File: src/etl_pkg.sv
`default_nettype none

package etl_pkg;

  localparam int unsigned MaxDigits = 18;
  localparam int unsigned MantW     = 60;
  localparam int unsigned FracW     = 5;
  localparam int unsigned KindW     = 5;
  localparam int unsigned NumSlots  = 3;

  // Token kinds
  localparam logic [KindW-1:0] TkPlus    = 5'd0;
  localparam logic [KindW-1:0] TkMinus   = 5'd1;
  localparam logic [KindW-1:0] TkStar    = 5'd2;
  localparam logic [KindW-1:0] TkSlash   = 5'd3;
  localparam logic [KindW-1:0] TkLParen  = 5'd4;
  localparam logic [KindW-1:0] TkRParen  = 5'd5;
  localparam logic [KindW-1:0] TkBang    = 5'd6;
  localparam logic [KindW-1:0] TkNotEq   = 5'd7;
  localparam logic [KindW-1:0] TkAssign  = 5'd8;
  localparam logic [KindW-1:0] TkEqEq    = 5'd9;
  localparam logic [KindW-1:0] TkAmp     = 5'd10;
  localparam logic [KindW-1:0] TkAndAnd  = 5'd11;
  localparam logic [KindW-1:0] TkBar     = 5'd12;
  localparam logic [KindW-1:0] TkOrOr    = 5'd13;
  localparam logic [KindW-1:0] TkLt      = 5'd14;
  localparam logic [KindW-1:0] TkLe      = 5'd15;
  localparam logic [KindW-1:0] TkShl     = 5'd16;
  localparam logic [KindW-1:0] TkGt      = 5'd17;
  localparam logic [KindW-1:0] TkGe      = 5'd18;
  localparam logic [KindW-1:0] TkShr     = 5'd19;
  localparam logic [KindW-1:0] TkCaret   = 5'd20;
  localparam logic [KindW-1:0] TkTilde   = 5'd21;
  localparam logic [KindW-1:0] TkPercent = 5'd22;
  localparam logic [KindW-1:0] TkNewline = 5'd23;
  localparam logic [KindW-1:0] TkNumber  = 5'd24;
  localparam logic [KindW-1:0] TkEnd     = 5'd25;

  typedef enum logic [2:0] {
    PendNone  = 3'd0,
    PendBang  = 3'd1,
    PendEq    = 3'd2,
    PendAmp   = 3'd3,
    PendBar   = 3'd4,
    PendLt    = 3'd5,
    PendGt    = 3'd6,
    PendMinus = 3'd7
  } pend_e;

  typedef struct packed {
    logic [7:0] char_code;
    logic       final_char;
  } in_item_t;

  typedef struct packed {
    logic [KindW-1:0] token_kind;
    logic [MantW-1:0] mantissa;
    logic [FracW-1:0] fraction_digits;
    logic             overflowed;
    logic             last_of_run;
  } tok_t;

  typedef struct packed {
    pend_e            pending;
    logic             in_number;
    logic [MantW-1:0] acc;
    logic [FracW-1:0] frac;
    logic [1:0]       dots;
    logic             ovf;
    logic             in_comment;
  } lex_state_t;

  // Largest mantissa kept: 10^MaxDigits - 1, evaluated at elaboration.
  function automatic logic [MantW-1:0] mant_limit();
    logic [63:0] v;
    v = 64'd1;
    for (int i = 0; i < MaxDigits; i++) begin
      v = v * 64'd10;
    end
    return MantW'(v - 64'd1);
  endfunction

  localparam logic [MantW-1:0] MantLimit = mant_limit();

endpackage

`default_nettype wire

File: src/etl_step.sv
`default_nettype none

module etl_step import etl_pkg::*; (
  input  in_item_t             item_i,
  input  lex_state_t           state_i,
  output lex_state_t           state_o,
  output tok_t [NumSlots-1:0]  res_o,
  output logic [1:0]           count_o
);

  localparam logic [7:0] ChNul     = 8'h00;
  localparam logic [7:0] ChNewline = 8'h0A;
  localparam logic [7:0] ChBang    = 8'h21;
  localparam logic [7:0] ChPercent = 8'h25;
  localparam logic [7:0] ChAmp     = 8'h26;
  localparam logic [7:0] ChLParen  = 8'h28;
  localparam logic [7:0] ChRParen  = 8'h29;
  localparam logic [7:0] ChStar    = 8'h2A;
  localparam logic [7:0] ChPlus    = 8'h2B;
  localparam logic [7:0] ChMinus   = 8'h2D;
  localparam logic [7:0] ChDot     = 8'h2E;
  localparam logic [7:0] ChSlash   = 8'h2F;
  localparam logic [7:0] ChZero    = 8'h30;
  localparam logic [7:0] ChNine    = 8'h39;
  localparam logic [7:0] ChLt      = 8'h3C;
  localparam logic [7:0] ChEq      = 8'h3D;
  localparam logic [7:0] ChGt      = 8'h3E;
  localparam logic [7:0] ChCaret   = 8'h5E;
  localparam logic [7:0] ChBar     = 8'h7C;
  localparam logic [7:0] ChTilde   = 8'h7E;

  localparam int unsigned NumCand = 6;

  function automatic logic [KindW-1:0] single_kind(input pend_e p);
    case (p)
      PendBang: return TkBang;
      PendEq:   return TkAssign;
      PendAmp:  return TkAmp;
      PendBar:  return TkBar;
      PendLt:   return TkLt;
      PendGt:   return TkGt;
      default:  return TkMinus;
    endcase
  endfunction

  function automatic tok_t op_tok(input logic [KindW-1:0] k);
    tok_t t;
    t = '0;
    t.token_kind = k;
    return t;
  endfunction

  logic [7:0]  c;
  logic        c_nz;
  logic        is_digit;
  logic        is_dot;
  logic [3:0]  digit;
  logic [63:0] prod;

  assign c        = item_i.char_code;
  assign c_nz     = (c != ChNul);
  assign is_digit = (c >= ChZero) && (c <= ChNine);
  assign is_dot   = (c == ChDot);
  assign digit    = 4'(c - ChZero);
  assign prod     = {4'b0, state_i.acc} * 64'd10 + {60'b0, digit};

  lex_state_t           nxt;
  tok_t [NumCand-1:0]   cand;
  logic [NumCand-1:0]   cv;
  logic                 go;
  logic                 pair_hit;
  logic [KindW-1:0]     pair_kind;
  tok_t [NumSlots-1:0]  res;
  logic [1:0]           n;

  always_comb begin
    nxt       = state_i;
    cand      = '0;
    cv        = '0;
    go        = 1'b0;
    pair_hit  = 1'b0;
    pair_kind = TkPlus;

    // Character processing
    if (c_nz) begin
      if (state_i.in_comment) begin
        if (c == ChNewline) begin
          nxt.in_comment = 1'b0;
        end
      end else begin
        go = 1'b1;
        if (state_i.pending != PendNone) begin
          nxt.pending = PendNone;
          case (state_i.pending)
            PendBang: begin
              pair_hit = (c == ChEq); pair_kind = TkNotEq;
            end
            PendEq: begin
              pair_hit = (c == ChEq); pair_kind = TkEqEq;
            end
            PendAmp: begin
              pair_hit = (c == ChAmp); pair_kind = TkAndAnd;
            end
            PendBar: begin
              pair_hit = (c == ChBar); pair_kind = TkOrOr;
            end
            PendLt: begin
              pair_hit  = (c == ChEq) || (c == ChLt);
              pair_kind = (c == ChEq) ? TkLe : TkShl;
            end
            PendGt: begin
              pair_hit  = (c == ChEq) || (c == ChGt);
              pair_kind = (c == ChEq) ? TkGe : TkShr;
            end
            default: begin
              pair_hit = 1'b0;
            end
          endcase
          if (pair_hit) begin
            cv[0]   = 1'b1;
            cand[0] = op_tok(pair_kind);
            go      = 1'b0;
          end else if (state_i.pending == PendMinus && c == ChBar) begin
            nxt.in_comment = 1'b1;
            go             = 1'b0;
          end else begin
            cv[0]   = 1'b1;
            cand[0] = op_tok(single_kind(state_i.pending));
          end
        end

        if (go) begin
          if (is_dot) begin
            nxt.in_number = 1'b1;
            if (state_i.dots != 2'd2) begin
              nxt.dots = state_i.dots + 2'd1;
            end
          end else if (is_digit) begin
            nxt.in_number = 1'b1;
            if (state_i.dots == 2'd2 || state_i.ovf) begin
              // digits after a second dot or after overflow are ignored
            end else if (state_i.dots == 2'd1 && state_i.frac >= FracW'(MaxDigits)) begin
              nxt.ovf = 1'b1;
            end else if (prod > {4'b0, MantLimit}) begin
              nxt.acc = MantLimit;
              nxt.ovf = 1'b1;
            end else begin
              nxt.acc = prod[MantW-1:0];
              if (state_i.dots == 2'd1) begin
                nxt.frac = state_i.frac + 5'd1;
              end
            end
          end else begin
            if (state_i.in_number) begin
              cv[1]                   = 1'b1;
              cand[1].token_kind      = TkNumber;
              cand[1].mantissa        = state_i.acc;
              cand[1].fraction_digits = state_i.frac;
              cand[1].overflowed      = state_i.ovf;
            end
            nxt.in_number = 1'b0;
            nxt.acc       = '0;
            nxt.frac      = '0;
            nxt.dots      = '0;
            nxt.ovf       = 1'b0;
            case (c)
              ChBang:    nxt.pending = PendBang;
              ChEq:      nxt.pending = PendEq;
              ChAmp:     nxt.pending = PendAmp;
              ChBar:     nxt.pending = PendBar;
              ChLt:      nxt.pending = PendLt;
              ChGt:      nxt.pending = PendGt;
              ChMinus:   nxt.pending = PendMinus;
              ChPlus:    begin cv[2] = 1'b1; cand[2] = op_tok(TkPlus);    end
              ChStar:    begin cv[2] = 1'b1; cand[2] = op_tok(TkStar);    end
              ChSlash:   begin cv[2] = 1'b1; cand[2] = op_tok(TkSlash);   end
              ChLParen:  begin cv[2] = 1'b1; cand[2] = op_tok(TkLParen);  end
              ChRParen:  begin cv[2] = 1'b1; cand[2] = op_tok(TkRParen);  end
              ChCaret:   begin cv[2] = 1'b1; cand[2] = op_tok(TkCaret);   end
              ChTilde:   begin cv[2] = 1'b1; cand[2] = op_tok(TkTilde);   end
              ChPercent: begin cv[2] = 1'b1; cand[2] = op_tok(TkPercent); end
              ChNewline: begin cv[2] = 1'b1; cand[2] = op_tok(TkNewline); end
              default:   cv[2] = 1'b0;
            endcase
          end
        end
      end
    end

    // End of text: flush pending operator and number, then end token
    if (!c_nz || item_i.final_char) begin
      if (nxt.pending != PendNone) begin
        cv[3]   = 1'b1;
        cand[3] = op_tok(single_kind(nxt.pending));
      end
      if (nxt.in_number) begin
        cv[4]                   = 1'b1;
        cand[4].token_kind      = TkNumber;
        cand[4].mantissa        = nxt.acc;
        cand[4].fraction_digits = nxt.frac;
        cand[4].overflowed      = nxt.ovf;
      end
      cv[5]   = 1'b1;
      cand[5] = op_tok(TkEnd);
      nxt     = '0;
    end
  end

  // Pack the produced tokens in order; at most three per character.
  always_comb begin
    res = '0;
    n   = 2'd0;
    for (int i = 0; i < NumCand; i++) begin
      if (cv[i] && n != 2'd3) begin
        res[n] = cand[i];
        n      = n + 2'd1;
      end
    end
    if (n != 2'd0) begin
      res[n - 2'd1].last_of_run = 1'b1;
    end
  end

  assign state_o = nxt;
  assign res_o   = res;
  assign count_o = n;

endmodule

`default_nettype wire

File: src/expression_token_lexer.sv
// Expression token lexer: one text character in, zero to three tokens out.
// Input channel: in_item_i (char_code, final_char) with in_valid_i/in_stall_o.
//   A zero char_code or a set final_char ends the text: pending operator and
//   number are flushed, an end token follows, and the lexer starts a new text.
// Output channel: out_item_o (token_kind, mantissa, fraction_digits,
//   overflowed, last_of_run) with out_valid_o/out_stall_i. last_of_run marks
//   the final token caused by one character.
// Output: tokens of a character appear on the output in the cycle after it is
//   accepted; its second and third token follow as earlier tokens leave.
// Throughput: one character per cycle while each character makes at most one
//   token and out_stall_i is low. The three-entry token buffer drains one token
//   per cycle unless stalled, and holds the input until its last token leaves.
// Stall: when out_stall_i is high the token buffer holds and in_stall_o rises
//   as soon as the buffer cannot be refilled; a character is taken in the same
//   cycle the last buffered token leaves.
// Reset: asynchronous, active low. Clears the lexer state (no pending
//   operator, no number, no comment) and empties the token buffer.
`default_nettype none

module expression_token_lexer import etl_pkg::*; (
  input  logic     clk_i,
  input  logic     rst_ni,
  input  logic     in_valid_i,
  output logic     in_stall_o,
  input  in_item_t in_item_i,
  output logic     out_valid_o,
  input  logic     out_stall_i,
  output tok_t     out_item_o
);

  lex_state_t           state_q, state_d;
  tok_t [NumSlots-1:0]  slot_q, slot_d;
  logic [1:0]           cnt_q, cnt_d;
  tok_t [NumSlots-1:0]  step_res;
  logic [1:0]           step_cnt;
  logic                 in_take;
  logic                 out_take;

  // Per-character lexing: state plus character -> tokens and next state
  etl_step u_step (
    .item_i  (in_item_i),
    .state_i (state_q),
    .state_o (state_d),
    .res_o   (step_res),
    .count_o (step_cnt)
  );

  assign out_valid_o = (cnt_q != 2'd0);
  assign out_item_o  = slot_q[0];
  assign out_take    = out_valid_o && !out_stall_i;

  // Accept when the buffer is empty or its last token leaves this cycle
  assign in_stall_o  = !((cnt_q == 2'd0) || (cnt_q == 2'd1 && out_take));
  assign in_take     = in_valid_i && !in_stall_o;

  always_comb begin
    cnt_d  = cnt_q;
    slot_d = slot_q;
    if (in_take) begin
      cnt_d  = step_cnt;
      slot_d = step_res;
    end else if (out_take) begin
      cnt_d     = cnt_q - 2'd1;
      slot_d[0] = slot_q[1];
      slot_d[1] = slot_q[2];
    end
  end

  always_ff @(posedge clk_i or negedge rst_ni) begin
    if (!rst_ni) begin
      state_q <= '0;
      cnt_q   <= 2'd0;
    end else begin
      cnt_q <= cnt_d;
      if (in_take) begin
        state_q <= state_d;
      end
    end
  end

  // token buffer payload
  always_ff @(posedge clk_i) begin
    slot_q <= slot_d;
  end

endmodule

`default_nettype wire

File: config.mk
export PLATFORM = sky130hd
export DESIGN_NAME = expression_token_lexer
export DESIGN_NICKNAME = d
export VERILOG_FILES = /design/src/etl_pkg.sv /design/src/etl_step.sv /design/src/expression_token_lexer.sv
export SDC_FILE = /design/constraint.sdc
export NUM_CORES = 1
export LEC_CHECK = 0
export BUFFER_PORTS_ARGS = -buffer_cell sky130_fd_sc_hd__buf_2
export CAP_MARGIN = 20
export CORE_MARGIN = 2
export CORE_UTILIZATION = 65
export CTS_CLUSTER_DIAMETER = 120
export DETAILED_ROUTE_END_ITERATION = 6
export GPL_ROUTABILITY_DRIVEN = 0
export GPL_TIMING_DRIVEN = 0
export PLACE_DENSITY = 0.83
export SYNTH_ARGS = -nofsm -noshare
export SYNTH_HDL_FRONTEND = slang
export SYNTH_HIERARCHICAL = 1
export SYNTH_SLANG_ARGS = --single-unit
export TNS_END_PERCENT = 5
File: constraint.sdc
create_clock -name clk_i -period 19.2 [get_ports clk_i]
set_clock_uncertainty 0.05 [all_clocks]
set_input_delay 3.84 -clock clk_i [delete_from_list [all_inputs] [get_ports clk_i]]
set_output_delay 3.84 -clock clk_i [all_outputs]
set_load 0.005 [all_outputs]
# Word level (Yosys, flattened, before mapping)
# Index checks and enable logic that the tools add are counted.
[totals] output_inout_bits=74 regBits=291 input_bits=13 wordCells=237
[classes] n_mul=1 add_sub_neg=11 n_reduce_logical=38 order_cmp=16 eq_ne=42 mux=106
[op_table] op="$bwmux W216" n=6
[op_table] op="$mux W216" n=6
[op_table] op="$mux W72" n=15
[op_table] op="$demux W72 S2" n=6
[op_table] op="$mux W143" n=6
[op_table] op="$pmux W72 S8" n=1
[op_table] op="$mux W144" n=2
[op_table] op="$mux W65" n=3
[op_table] op="$mux W73" n=2
[op_table] op="$mux W71" n=2
[op_table] op="$eq A8 B6 Y1 const B" n=13
[op_table] op="$pmux W5 S6" n=3
[op_table] op="$mux W66" n=1
[op_table] op="$add A64 B4 Y64" n=1
[op_table] op="$gt A64 B60 Y1 const B" n=1
[op_table] op="$mul A60 B3 Y63 const B" n=1
[op_table] op="$mux W60" n=1
[op_table] op="$mux W1" n=28
[op_table] op="$mux W2" n=13
[op_table] op="$eq A8 B7 Y1 const B" n=3
[op_table] op="$eq A3 B3 Y1 const B" n=7
[op_table] op="$pmux W3 S7" n=1
[op_table] op="$mux W3" n=6
[op_table] op="$logic_and A1 B1 Y1" n=17
[op_table] op="other kinds (33)" n=69

# Depth between registers and ports, before layout
# Gate-level depths: netlist of run 1.
[depth] ltp_word=37 depth_mapped=35

# By module
# The synthesis of run 1 kept the hierarchy.
[modules_own_cells] module="expression_token_lexer" n_inst=1 cells_each=619 area_per_inst_um2=12675.9 seq_area_each_um2=8363.0
[modules_own_cells] module="etl_step" n_inst=1 cells_each=1930 area_per_inst_um2=11732.5 seq_area_each_um2=0.0

# Worst setup path before layout of run 1
# OpenSTA, ideal clock, no wires.
[synth_path] path_kind="input to register" startpoint="input in_item_i[2] in the netlist's numbering" endpoint="register slot_q[118] in the netlist's numbering, data pin" path_buffers=5 cell_stages=33 arrival_ns=11.049 required_ns=18.890 setup_time_ns=0.260 setup_slack_ns=7.841 path_cell_list="clkbuf_1 > nor2b_1 > a21oi_1 > nor3_1 > o21ai_0 > o211ai_1 > or3_1 > buf_2 > nor2_1 > nand2_1 > ha_1 > inv_1 > nor3_1 > a21o_1 > inv_1 > ha_1 > a311oi_1 > mux2_2 > inv_1 > ha_1 > nor4_1 > mux2_2 > inv_1 > ha_1 > nor2_1 > and2_1 > clkbuf_1 > nor2_1 > nand2_1 > clkbuf_1 > clkbuf_1 > o21ai_0 > mux2_4"
[synth_rtl] item="from (decl)" line="expression_token_lexer.sv:25" rtl="input in_item_t in_item_i,"
[synth_rtl] item="to (signal assigned)" line="expression_token_lexer.sv:83" rtl="slot_q <= slot_d;"
[synth_rtl] item="to (decl)" line="expression_token_lexer.sv:32" rtl="tok_t [NumSlots-1:0] slot_q, slot_d;"

==> results of run 1 <==
worst register-to-register path: cells and delay by family, from the launching register on:
kind	cells	cell delay [ns]
compound gates	6	1.94
fa+ha+maj	4	0.92
buf+inv	9	2.29
flops	1	0.39
mux	3	1.04
simple gates	10	3.56
logic make-up after synthesis:
kind of cell / Yosys count / synth area share (%)
XOR/XNOR: 97 / 3.51
adder cells (fa/ha/maj): 143 / 7.39
multiplexers: 235 / 13.8
AO/OA/AOI/OAI: 637 / 16.6
AND/OR/NAND/NOR: 894 / 17.7
buffers and inverters: 252 / 6.69
flip-flops: 291 / 34.3
cell usage after synthesis, types with 25 or more instances:
| library cell | n |
|---|---|
| sky130_fd_sc_hd__a21o_1 | 27 |
| sky130_fd_sc_hd__a21oi_1 | 160 |
| sky130_fd_sc_hd__a22oi_1 | 28 |
| sky130_fd_sc_hd__a32oi_1 | 32 |
| sky130_fd_sc_hd__and2_1 | 76 |
| sky130_fd_sc_hd__buf_4 | 77 |
| sky130_fd_sc_hd__clkbuf_1 | 92 |
| sky130_fd_sc_hd__dfrtp_1 | 75 |
| sky130_fd_sc_hd__edfxtp_1 | 216 |
| sky130_fd_sc_hd__ha_1 | 141 |
| sky130_fd_sc_hd__inv_1 | 38 |
| sky130_fd_sc_hd__mux2_2 | 25 |
| sky130_fd_sc_hd__mux2_4 | 199 |
| sky130_fd_sc_hd__nand2_1 | 271 |
| sky130_fd_sc_hd__nand3_1 | 70 |
| sky130_fd_sc_hd__nand4_1 | 45 |
| sky130_fd_sc_hd__nor2_1 | 224 |
| sky130_fd_sc_hd__nor3_1 | 59 |
| sky130_fd_sc_hd__nor4_1 | 25 |
| sky130_fd_sc_hd__o21ai_0 | 190 |
| sky130_fd_sc_hd__xnor2_1 | 62 |
| sky130_fd_sc_hd__xor2_1 | 34 |
cells in the final DEF, fill, tap and decap left out, types with 24 or more instances in the layout:
master / count
sky130_fd_sc_hd__nand3_1: 70
sky130_fd_sc_hd__mux2_2: 25
sky130_fd_sc_hd__inv_1: 37
sky130_fd_sc_hd__a22oi_1: 28
sky130_fd_sc_hd__ha_1: 141
sky130_fd_sc_hd__nor2_1: 224
sky130_fd_sc_hd__clkbuf_16: 31
sky130_fd_sc_hd__nor3_1: 59
sky130_fd_sc_hd__xor2_1: 34
sky130_fd_sc_hd__buf_4: 78
sky130_fd_sc_hd__dfrtp_1: 75
sky130_fd_sc_hd__a32oi_1: 32
sky130_fd_sc_hd__a21oi_1: 160
sky130_fd_sc_hd__a21o_1: 26
sky130_fd_sc_hd__nand2_1: 271
sky130_fd_sc_hd__nor4_1: 25
sky130_fd_sc_hd__mux2_4: 199
sky130_fd_sc_hd__buf_2: 100
sky130_fd_sc_hd__edfxtp_1: 216
sky130_fd_sc_hd__nand4_1: 45
sky130_fd_sc_hd__o211ai_1: 24
sky130_fd_sc_hd__xnor2_1: 62
sky130_fd_sc_hd__o21ai_0: 190
sky130_fd_sc_hd__and2_1: 76
sky130_fd_sc_hd__clkbuf_1: 95
routing by layer:
layer	vias to the layer above	routed length, um
li1	9653	-
met1	10400	27400
met2	1584	33500
met3	303	8780
met4	2	3910
met5	-	18
area by class of cell:
| cell class | count | area [um^2] | area share, % |
|---|---|---|---|
| Sequential cell | 291 | 8360 | 31.4 |
| Timing Repair Buffer | 90 | 543 | 2.04 |
| Inverter | 39 | 149 | 0.559 |
| Buffer | 213 | 1490 | 5.59 |
| Clock buffer | 35 | 801 | 3.01 |
| Clock inverter | 21 | 269 | 1.01 |
| Multi-Input combinational cell | 2006 | 14400 | 54.2 |
| Tap cell | 468 | 586 | 2.20 |
metrics by stage:
| step | area, um^2 | cells | power [mW] | hold slack [ns] | worst slack, ns |
|---|---|---|---|---|---|
| floorplan | 24400 | 2549 | 1.49 | 0.429 | 7.84 |
| global placement | 25400 | 3103 | 1.68 | 0.443 | 5.76 |
| detailed placement | 25500 | 3107 | 1.70 | 0.465 | 5.39 |
| CTS | 26600 | 3163 | 2.33 | 0.477 | 5.95 |
| global route | 26600 | 3163 | 2.41 | 0.506 | 4.99 |
| finish | 26600 | 3163 | 2.33 | 0.485 | 5.51 |
registers in the layout, indices dropped and copies added (netlist names):
signal      cells
state_q        73
cnt_q           2
out_item_o     72
slot_q        144
power groups by stage:
stage	sequential (mW)	combinational, mW	clock (mW)
floorplan	0.954	0.537	0
global placement	0.973	0.702	0
detailed placement	0.956	0.742	0
CTS	0.945	0.746	0.637
global route	0.959	0.786	0.661
finish	0.945	0.749	0.635
worst max-delay path by stage:
stage and endpoint:
3_5_place_dp slot_q[133]$_DFFE_PP_, 2_1_floorplan slot_q[118]$_DFFE_PP_, 4_1_cts slot_q[133]$_DFFE_PP_, 3_3_place_gp slot_q[126]$_DFFE_PP_
5_1_grt out_item_o[63]$_DFFE_PP_, 6_report slot_q[133]$_DFFE_PP_
==> results by group, run 1 <==
Place
  – Number of port buffers: 86
  – Half-perimeter wire length after detailed placement: 54.3 mm

GRT
  – Pin count of the biggest net entering global routing: 58
  – Vias in the first global route: 20800
  – Routing usage on met3: 7.03%
  – Remaining global-route overflow: 0
  – Fraction of met1 tracks used by global routing: 47.4%
  – Number of antenna violations at the first check in global routing: 1
  – Wire length of the first global-routing pass: 113 mm
  – GR Util met2: 60.2%
  – Grt peak-use layer: met2
  – Global router's overall resource usage: 37.1%

Cells and area
  – Fraction of final layout cells sized beyond drive strength 1: 19.4%
  – Number of filler instances in the final layout: 2577
  – Post-Route Utilization: 72.4%
  – Diodes inserted: 0
  – Area overhead of the layout relative to synthesis: 9.05%
  – Number of nets in the finished design: 2827

Logic synthesis
  – Fraction of registers with async set/reset: 25.8%
  – Post-synthesis cell area: 24400 um^2
  – Area share of the largest cell type after synthesis: 26.6%
  – Avg Synthesized Cell Area: 9.58 um^2
  – Mapped Nets: 2705
  – Number of standard cells after synthesis: 2549
  – Distinct cells, synth: 92
  – EDFF count, synth: 216
  – Post-synthesis register bit count: 291
  – Yosys warning total: 6
  – Flip-flop cell with the highest count after synthesis: sky130_fd_sc_hd__edfxtp_1
  – Area contributors post-synth: sky130_fd_sc_hd__edfxtp_1 (27%), sky130_fd_sc_hd__mux2_4 (12%), sky130_fd_sc_hd__dfrtp_1 (7.7%)
  – Post-synthesis sequential area ratio: 34.3%
  – Dominant cell type by area after synthesis: sky130_fd_sc_hd__edfxtp_1

Clock tree
  – TritonCTS clock tree: yes
  – Root cell of the clock tree: sky130_fd_sc_hd__clkbuf_16
  – Number of clock buffers inserted by TritonCTS: 30
  – Post-CTS Hold Buffers: 0
  – Clock-pin transition on the worst setup and hold timing paths: 0.06 ns
  – Total of cells resized after clock tree synthesis: 0
  – H-Tree Depth: 1
  – Post-CTS setup-driven buffer insertion count: 0
  – Later-pin clock latency in the skew report: 0.58 ns
  – Number of sinks driven by the clock tree: 291
  – Longest Clk Path Bufs: 3

Power
  – Standby leakage power: 11.2 nW
  – Switching Power: 0.651 mW
  – Proportion of total power due to net switching: 27.9%
  – Seq pwr share: 40.6%
  – Areal power density over the cells: 87.5 nW/um^2
  – Maximum vdd ir drop: 0.0822 mV
  – Internal power: 1.68 mW
  – Part of the power in the clock network: 27.3%
  – Combinational Power Share: 32.2%

Critical path
  – Slowest stage cell on the critical path: sky130_fd_sc_hd__nor4_1
  – Critical-path maximum fanout: 10
  – Kind of end point of the critical path: flop
  – Critical path depth in cells: 34
  – Required @ worst endpoint: 19.47 ns
  – Startpoint of the worst setup timing path: in_item_i[2]
  – Setup slack of the most critical reg-to-reg path: 8.77 ns
  – Depth of the worst register-to-register path: 32
  – Critical path start-end classification: in -> reg
  – Data arrival, critical path: 13.97 ns
  – Cell family with the largest share of critical-path delay: simple AND/OR/NAND/NOR gates
  – Max incr delay on CP: 0.89 ns
  – Number of buffers and inverters on the critical path: 10
  – Capturing point of the worst reg2reg path: slot_q[133]$_DFFE_PP_
  – Launching point of the worst reg2reg path: state_q[72]$_DFFE_PN0P_
  – Sort of element at the start of the critical path: primary input

Floorplanning
  – IO Pins: 87
  – Core area: 36800 um^2
  – Vertical die dimension: 198 um
  – DIE AREA: 39100 um^2
  – Die Wd: 198 um
  – Initial Util: 66.4%
  – Cell row count: 70

Min path
  – Min-Delay Startpoint: state_q[6]$_DFFE_PN0P_
  – Count of cells along the worst hold path: 1
  – Min-Delay Path Class: reg -> reg
  – WHS Endpoint: state_q[6]$_DFFE_PN0P_

Drt
  – Vias: 21900
  – Post-detailed-route count of antenna-violating nets: 0
  – Pre-antenna DRT Iters: 6
  – Total wire length after detailed routing: 73.6 mm
  – Starting DRC count in detailed routing: 2634
  – Via-per-instance ratio: 6.94
  – DRC Markers: 0
  – Post-DR wirelength/cell: 23.3 um

Timing
  – Portion of the clock cycle consumed by the worst path in the final layout: 71.3%
  – Setup Total Neg Slack: 0 ns
  – Maximum operating frequency: 0.0730 GHz
  – Worst max-slew margin expressed relative to the limit: 13.2%
  – Total count of max-transition violations in the final report: 0
  – Slew at the pin closest to its max-slew limit: 1.29 ns
  – RSZ-0062 raised after global routing: false
  – Final number of setup-violating endpoints: 0
  – Clock period minus final worst setup slack: 13.69 ns
  – Final Hold Vio Count: 0

Outcome
  – Status: finished clean

Flow run
  – Number of maximum-capacitance violations: 0
Power figures use the tool's default switching activity.
==> inputs of run 2 (changes only) <==
--- a/config.mk
+++ b/config.mk
@@ -5,15 +5,16 @@
 export SDC_FILE = /design/constraint.sdc
 export NUM_CORES = 1
 export LEC_CHECK = 0
+export ABC_AREA = 1
 export BUFFER_PORTS_ARGS = -buffer_cell sky130_fd_sc_hd__buf_2
 export CAP_MARGIN = 20
 export CORE_MARGIN = 2
-export CORE_UTILIZATION = 65
+export CORE_UTILIZATION = 58
 export CTS_CLUSTER_DIAMETER = 120
 export DETAILED_ROUTE_END_ITERATION = 6
 export GPL_ROUTABILITY_DRIVEN = 0
 export GPL_TIMING_DRIVEN = 0
-export PLACE_DENSITY = 0.83
+export PLACE_DENSITY = 0.78
 export SYNTH_ARGS = -nofsm -noshare
 export SYNTH_HDL_FRONTEND = slang
 export SYNTH_HIERARCHICAL = 1
==> constraint.sdc (replaced) <==
create_clock -name clk_i -period 12 [get_ports clk_i]
set_clock_uncertainty 0.05 [all_clocks]
set_input_delay 2.4 -clock clk_i [delete_from_list [all_inputs] [get_ports clk_i]]
set_output_delay 2.4 -clock clk_i [all_outputs]
set_load 0.005 [all_outputs]
==> results by group, run 2 <==
Clock tree
  – Later-pin clock latency in the skew report: 0.58 ns
  – H-Tree Depth: 1
  – Post-CTS Hold Buffers: 0
  – Root cell of the clock tree: sky130_fd_sc_hd__clkbuf_16
  – Post-CTS setup-driven buffer insertion count: 0
  – Total of cells resized after clock tree synthesis: 0
  – Longest Clk Path Bufs: 3
  – TritonCTS clock tree: yes
  – Clock-pin transition on the worst setup and hold timing paths: 0.06 ns
  – Number of sinks driven by the clock tree: 291
  – Number of clock buffers inserted by TritonCTS: 29

Critical path
  – Sort of element at the start of the critical path: primary input
  – Slowest stage cell on the critical path: sky130_fd_sc_hd__nand2_1
  – Kind of end point of the critical path: flop
  – Critical path start-end classification: in -> reg
  – Max incr delay on CP: 0.49 ns
  – Data arrival, critical path: 10.61 ns
  – Required @ worst endpoint: 12.24 ns
  – Critical-path maximum fanout: 10

Power
  – Areal power density over the cells: 132 nW/um^2
  – Standby leakage power: 15.4 nW
  – Maximum vdd ir drop: 0.221 mV

GRT
  – Vias in the first global route: 25500
  – Wire length of the first global-routing pass: 136 mm
  – Number of antenna violations at the first check in global routing: 1
  – Global router's overall resource usage: 34.9%
  – Pin count of the biggest net entering global routing: 66
  – Remaining global-route overflow: 0

Cells and area
  – Fraction of final layout cells sized beyond drive strength 1: 10.1%
  – Leading cell type in the layout, fill and taps excluded: sky130_fd_sc_hd__nand2_1
  – Register bank with the most flops: slot_q
  – Diodes inserted: 0
  – Number of nets in the finished design: 4646
  – Commonest cells after routing, fill and taps aside: sky130_fd_sc_hd__nand2_1 (1871), sky130_fd_sc_hd__inv_1 (596), sky130_fd_sc_hd__nor2_1 (321)
  – Area overhead of the layout relative to synthesis: 8.24%
  – Max FFs per register: 144

Logic synthesis
  – Number of standard cells after synthesis: 4369
  – Dominant cell type by area after synthesis: sky130_fd_sc_hd__nand2_1
  – Post-synthesis register bit count: 291
  – Post-synthesis cell area: 27400 um^2
  – EDFF count, synth: 216
  – Yosys warning total: 6
  – Avg Synthesized Cell Area: 6.27 um^2
  – Area contributors post-synth: sky130_fd_sc_hd__nand2_1 (26%), sky130_fd_sc_hd__edfxtp_1 (24%), sky130_fd_sc_hd__inv_1 (8.2%)
  – Fraction of registers with async set/reset: 25.8%
  – Flip-flop cell with the highest count after synthesis: sky130_fd_sc_hd__edfxtp_1
  – Most used standard cell by instance count after synthesis: sky130_fd_sc_hd__nand2_1
  – Most frequent cells after synthesis: sky130_fd_sc_hd__nand2_1 (1872), sky130_fd_sc_hd__inv_1 (596), sky130_fd_sc_hd__nor2_1 (321)
  – Distinct cells, synth: 53
  – Area share of the largest cell type after synthesis: 25.6%
  – Post-synthesis sequential area ratio: 30.5%
  – Mapped Nets: 4525

Drt
  – Pre-antenna DRT Iters: 6
  – Post-detailed-route count of antenna-violating nets: 0
  – Post-DR wirelength/cell: 17.1 um
  – Starting DRC count in detailed routing: 3570
  – DRC Markers: 0
  – Vias: 28300
  – Via-per-instance ratio: 5.54
  – Total wire length after detailed routing: 87.6 mm

Floorplanning
  – Cell row count: 79
  – Die Wd: 221 um
  – Vertical die dimension: 221 um
  – Core area: 46600 um^2
  – IO Pins: 87
  – Initial Util: 58.9%
  – DIE AREA: 49000 um^2

Timing
  – Final Hold Vio Count: 0
  – Setup Total Neg Slack: 0 ns
  – Clock period minus final worst setup slack: 10.38 ns
  – Worst max-slew margin expressed relative to the limit: 20.8%
  – RSZ-0062 raised after global routing: false
  – Portion of the clock cycle consumed by the worst path in the final layout: 86.5%
  – Maximum operating frequency: 0.0964 GHz
  – Final number of setup-violating endpoints: 0
  – Hold slack final: 0.444 ns
  – Worst Setup Slack, final: 1.62 ns
  – Slew at the pin closest to its max-slew limit: 1.18 ns
  – Total count of max-transition violations in the final report: 0

Min path
  – Min-Delay Path Class: reg -> reg

Place
  – Number of port buffers: 86
  – Worst slack at placement: 1.40 ns
  – Half-perimeter wire length after detailed placement: 71.1 mm

Outcome
  – Status: finished clean

Flow run
  – Number of maximum-capacitance violations: 0
[run 2: cells by family (layout without fill, tap and decap cells)]
| family | count (synthesis) | count (layout) | share of synthesized area (%) |
|---|---|---|---|
| buf+inv | 825 | 967 | 12.9 |
| compound gates | 470 | 470 | 9.55 |
| simple gates | 2602 | 2602 | 39.2 |
| xor+xnor | 38 | 38 | 1.24 |
| flops | 291 | 291 | 30.5 |
| fa+ha+maj | 143 | 143 | 6.58 |
[run 2: per-stage QoR]
stage / cells / power (mW) / util [%] / area, um^2
3_5_place_dp: 5066 / 2.98 / 61.7 / 28700
2_1_floorplan: 4369 / 2.51 / - / 27400
4_1_cts: 5118 / 3.89 / 63.7 / 29700
3_3_place_gp: 5062 / 2.96 / 61.4 / 28600
6_report: 5118 / 3.91 / 63.7 / 29700
5_1_grt: 5118 / 4.10 / 63.7 / 29700
[run 2: where the power goes]
group	switching, mW	total [mW]	internal [mW]
clock network	0.386	0.921	0.535
logic	0.896	1.40	0.505
registers	0.0928	1.58	1.49
[run 2: per-layer routing]
metal | vias to the layer above | routed length, um | global-route usage [%]
met4 | 0 | 4130 | 14.9
met1 | 12500 | 36300 | 49.0
met2 | 1628 | 36000 | 52.6
li1 | 13900 | - | -
met5 | - | 0 | 0
met3 | 263 | 11200 | 6.83
[run 2: final cells by class]
type                            instances  area (um^2)
Fill cell                            4390        16900
Sequential cell                       291         8360
Tap cell                              607          759
Clock inverter                         15          180
Multi-Input combinational cell       3253        15500
Clock buffer                           37          766
Inverter                              637         2390
Timing Repair Buffer                   90          543
Buffer                                188         1150
[run 2: path summary, 6_finish.rpt]
| path | slack (ns) | start | end | cells past startpoint |
|---|---|---|---|---|
| worst max register to register | 3.25 | state_q[72]$_DFFE_PN0P_ | slot_q[97]$_DFFE_PP_ | 41 |
| worst min register to register | 0.44 | state_q[69]$_DFFE_PN0P_ | state_q[69]$_DFFE_PN0P_ | 2 |
| max in group asynchronous | 9.66 | rst_ni | state_q[50]$_DFFE_PN0P_ | 2 |
| worst max-delay path | 1.62 | in_item_i[2] | slot_q[97]$_DFFE_PP_ | 44 |
| worst min-delay path | 0.44 | state_q[69]$_DFFE_PN0P_ | state_q[69]$_DFFE_PN0P_ | 2 |
| min in group asynchronous | 1.64 | rst_ni | state_q[15]$_DFFE_PN0P_ | 1 |
[run 2: critical path: cells and delay by family]
kind	cells	cell delay, ns
xor gates and xnor gates	1	0.35
and+or+nand+nor	21	3.41
buffers and inverters	13	2.16
AOI/OAI and AO/OA	5	1.24
adders and majority gates	4	1.03
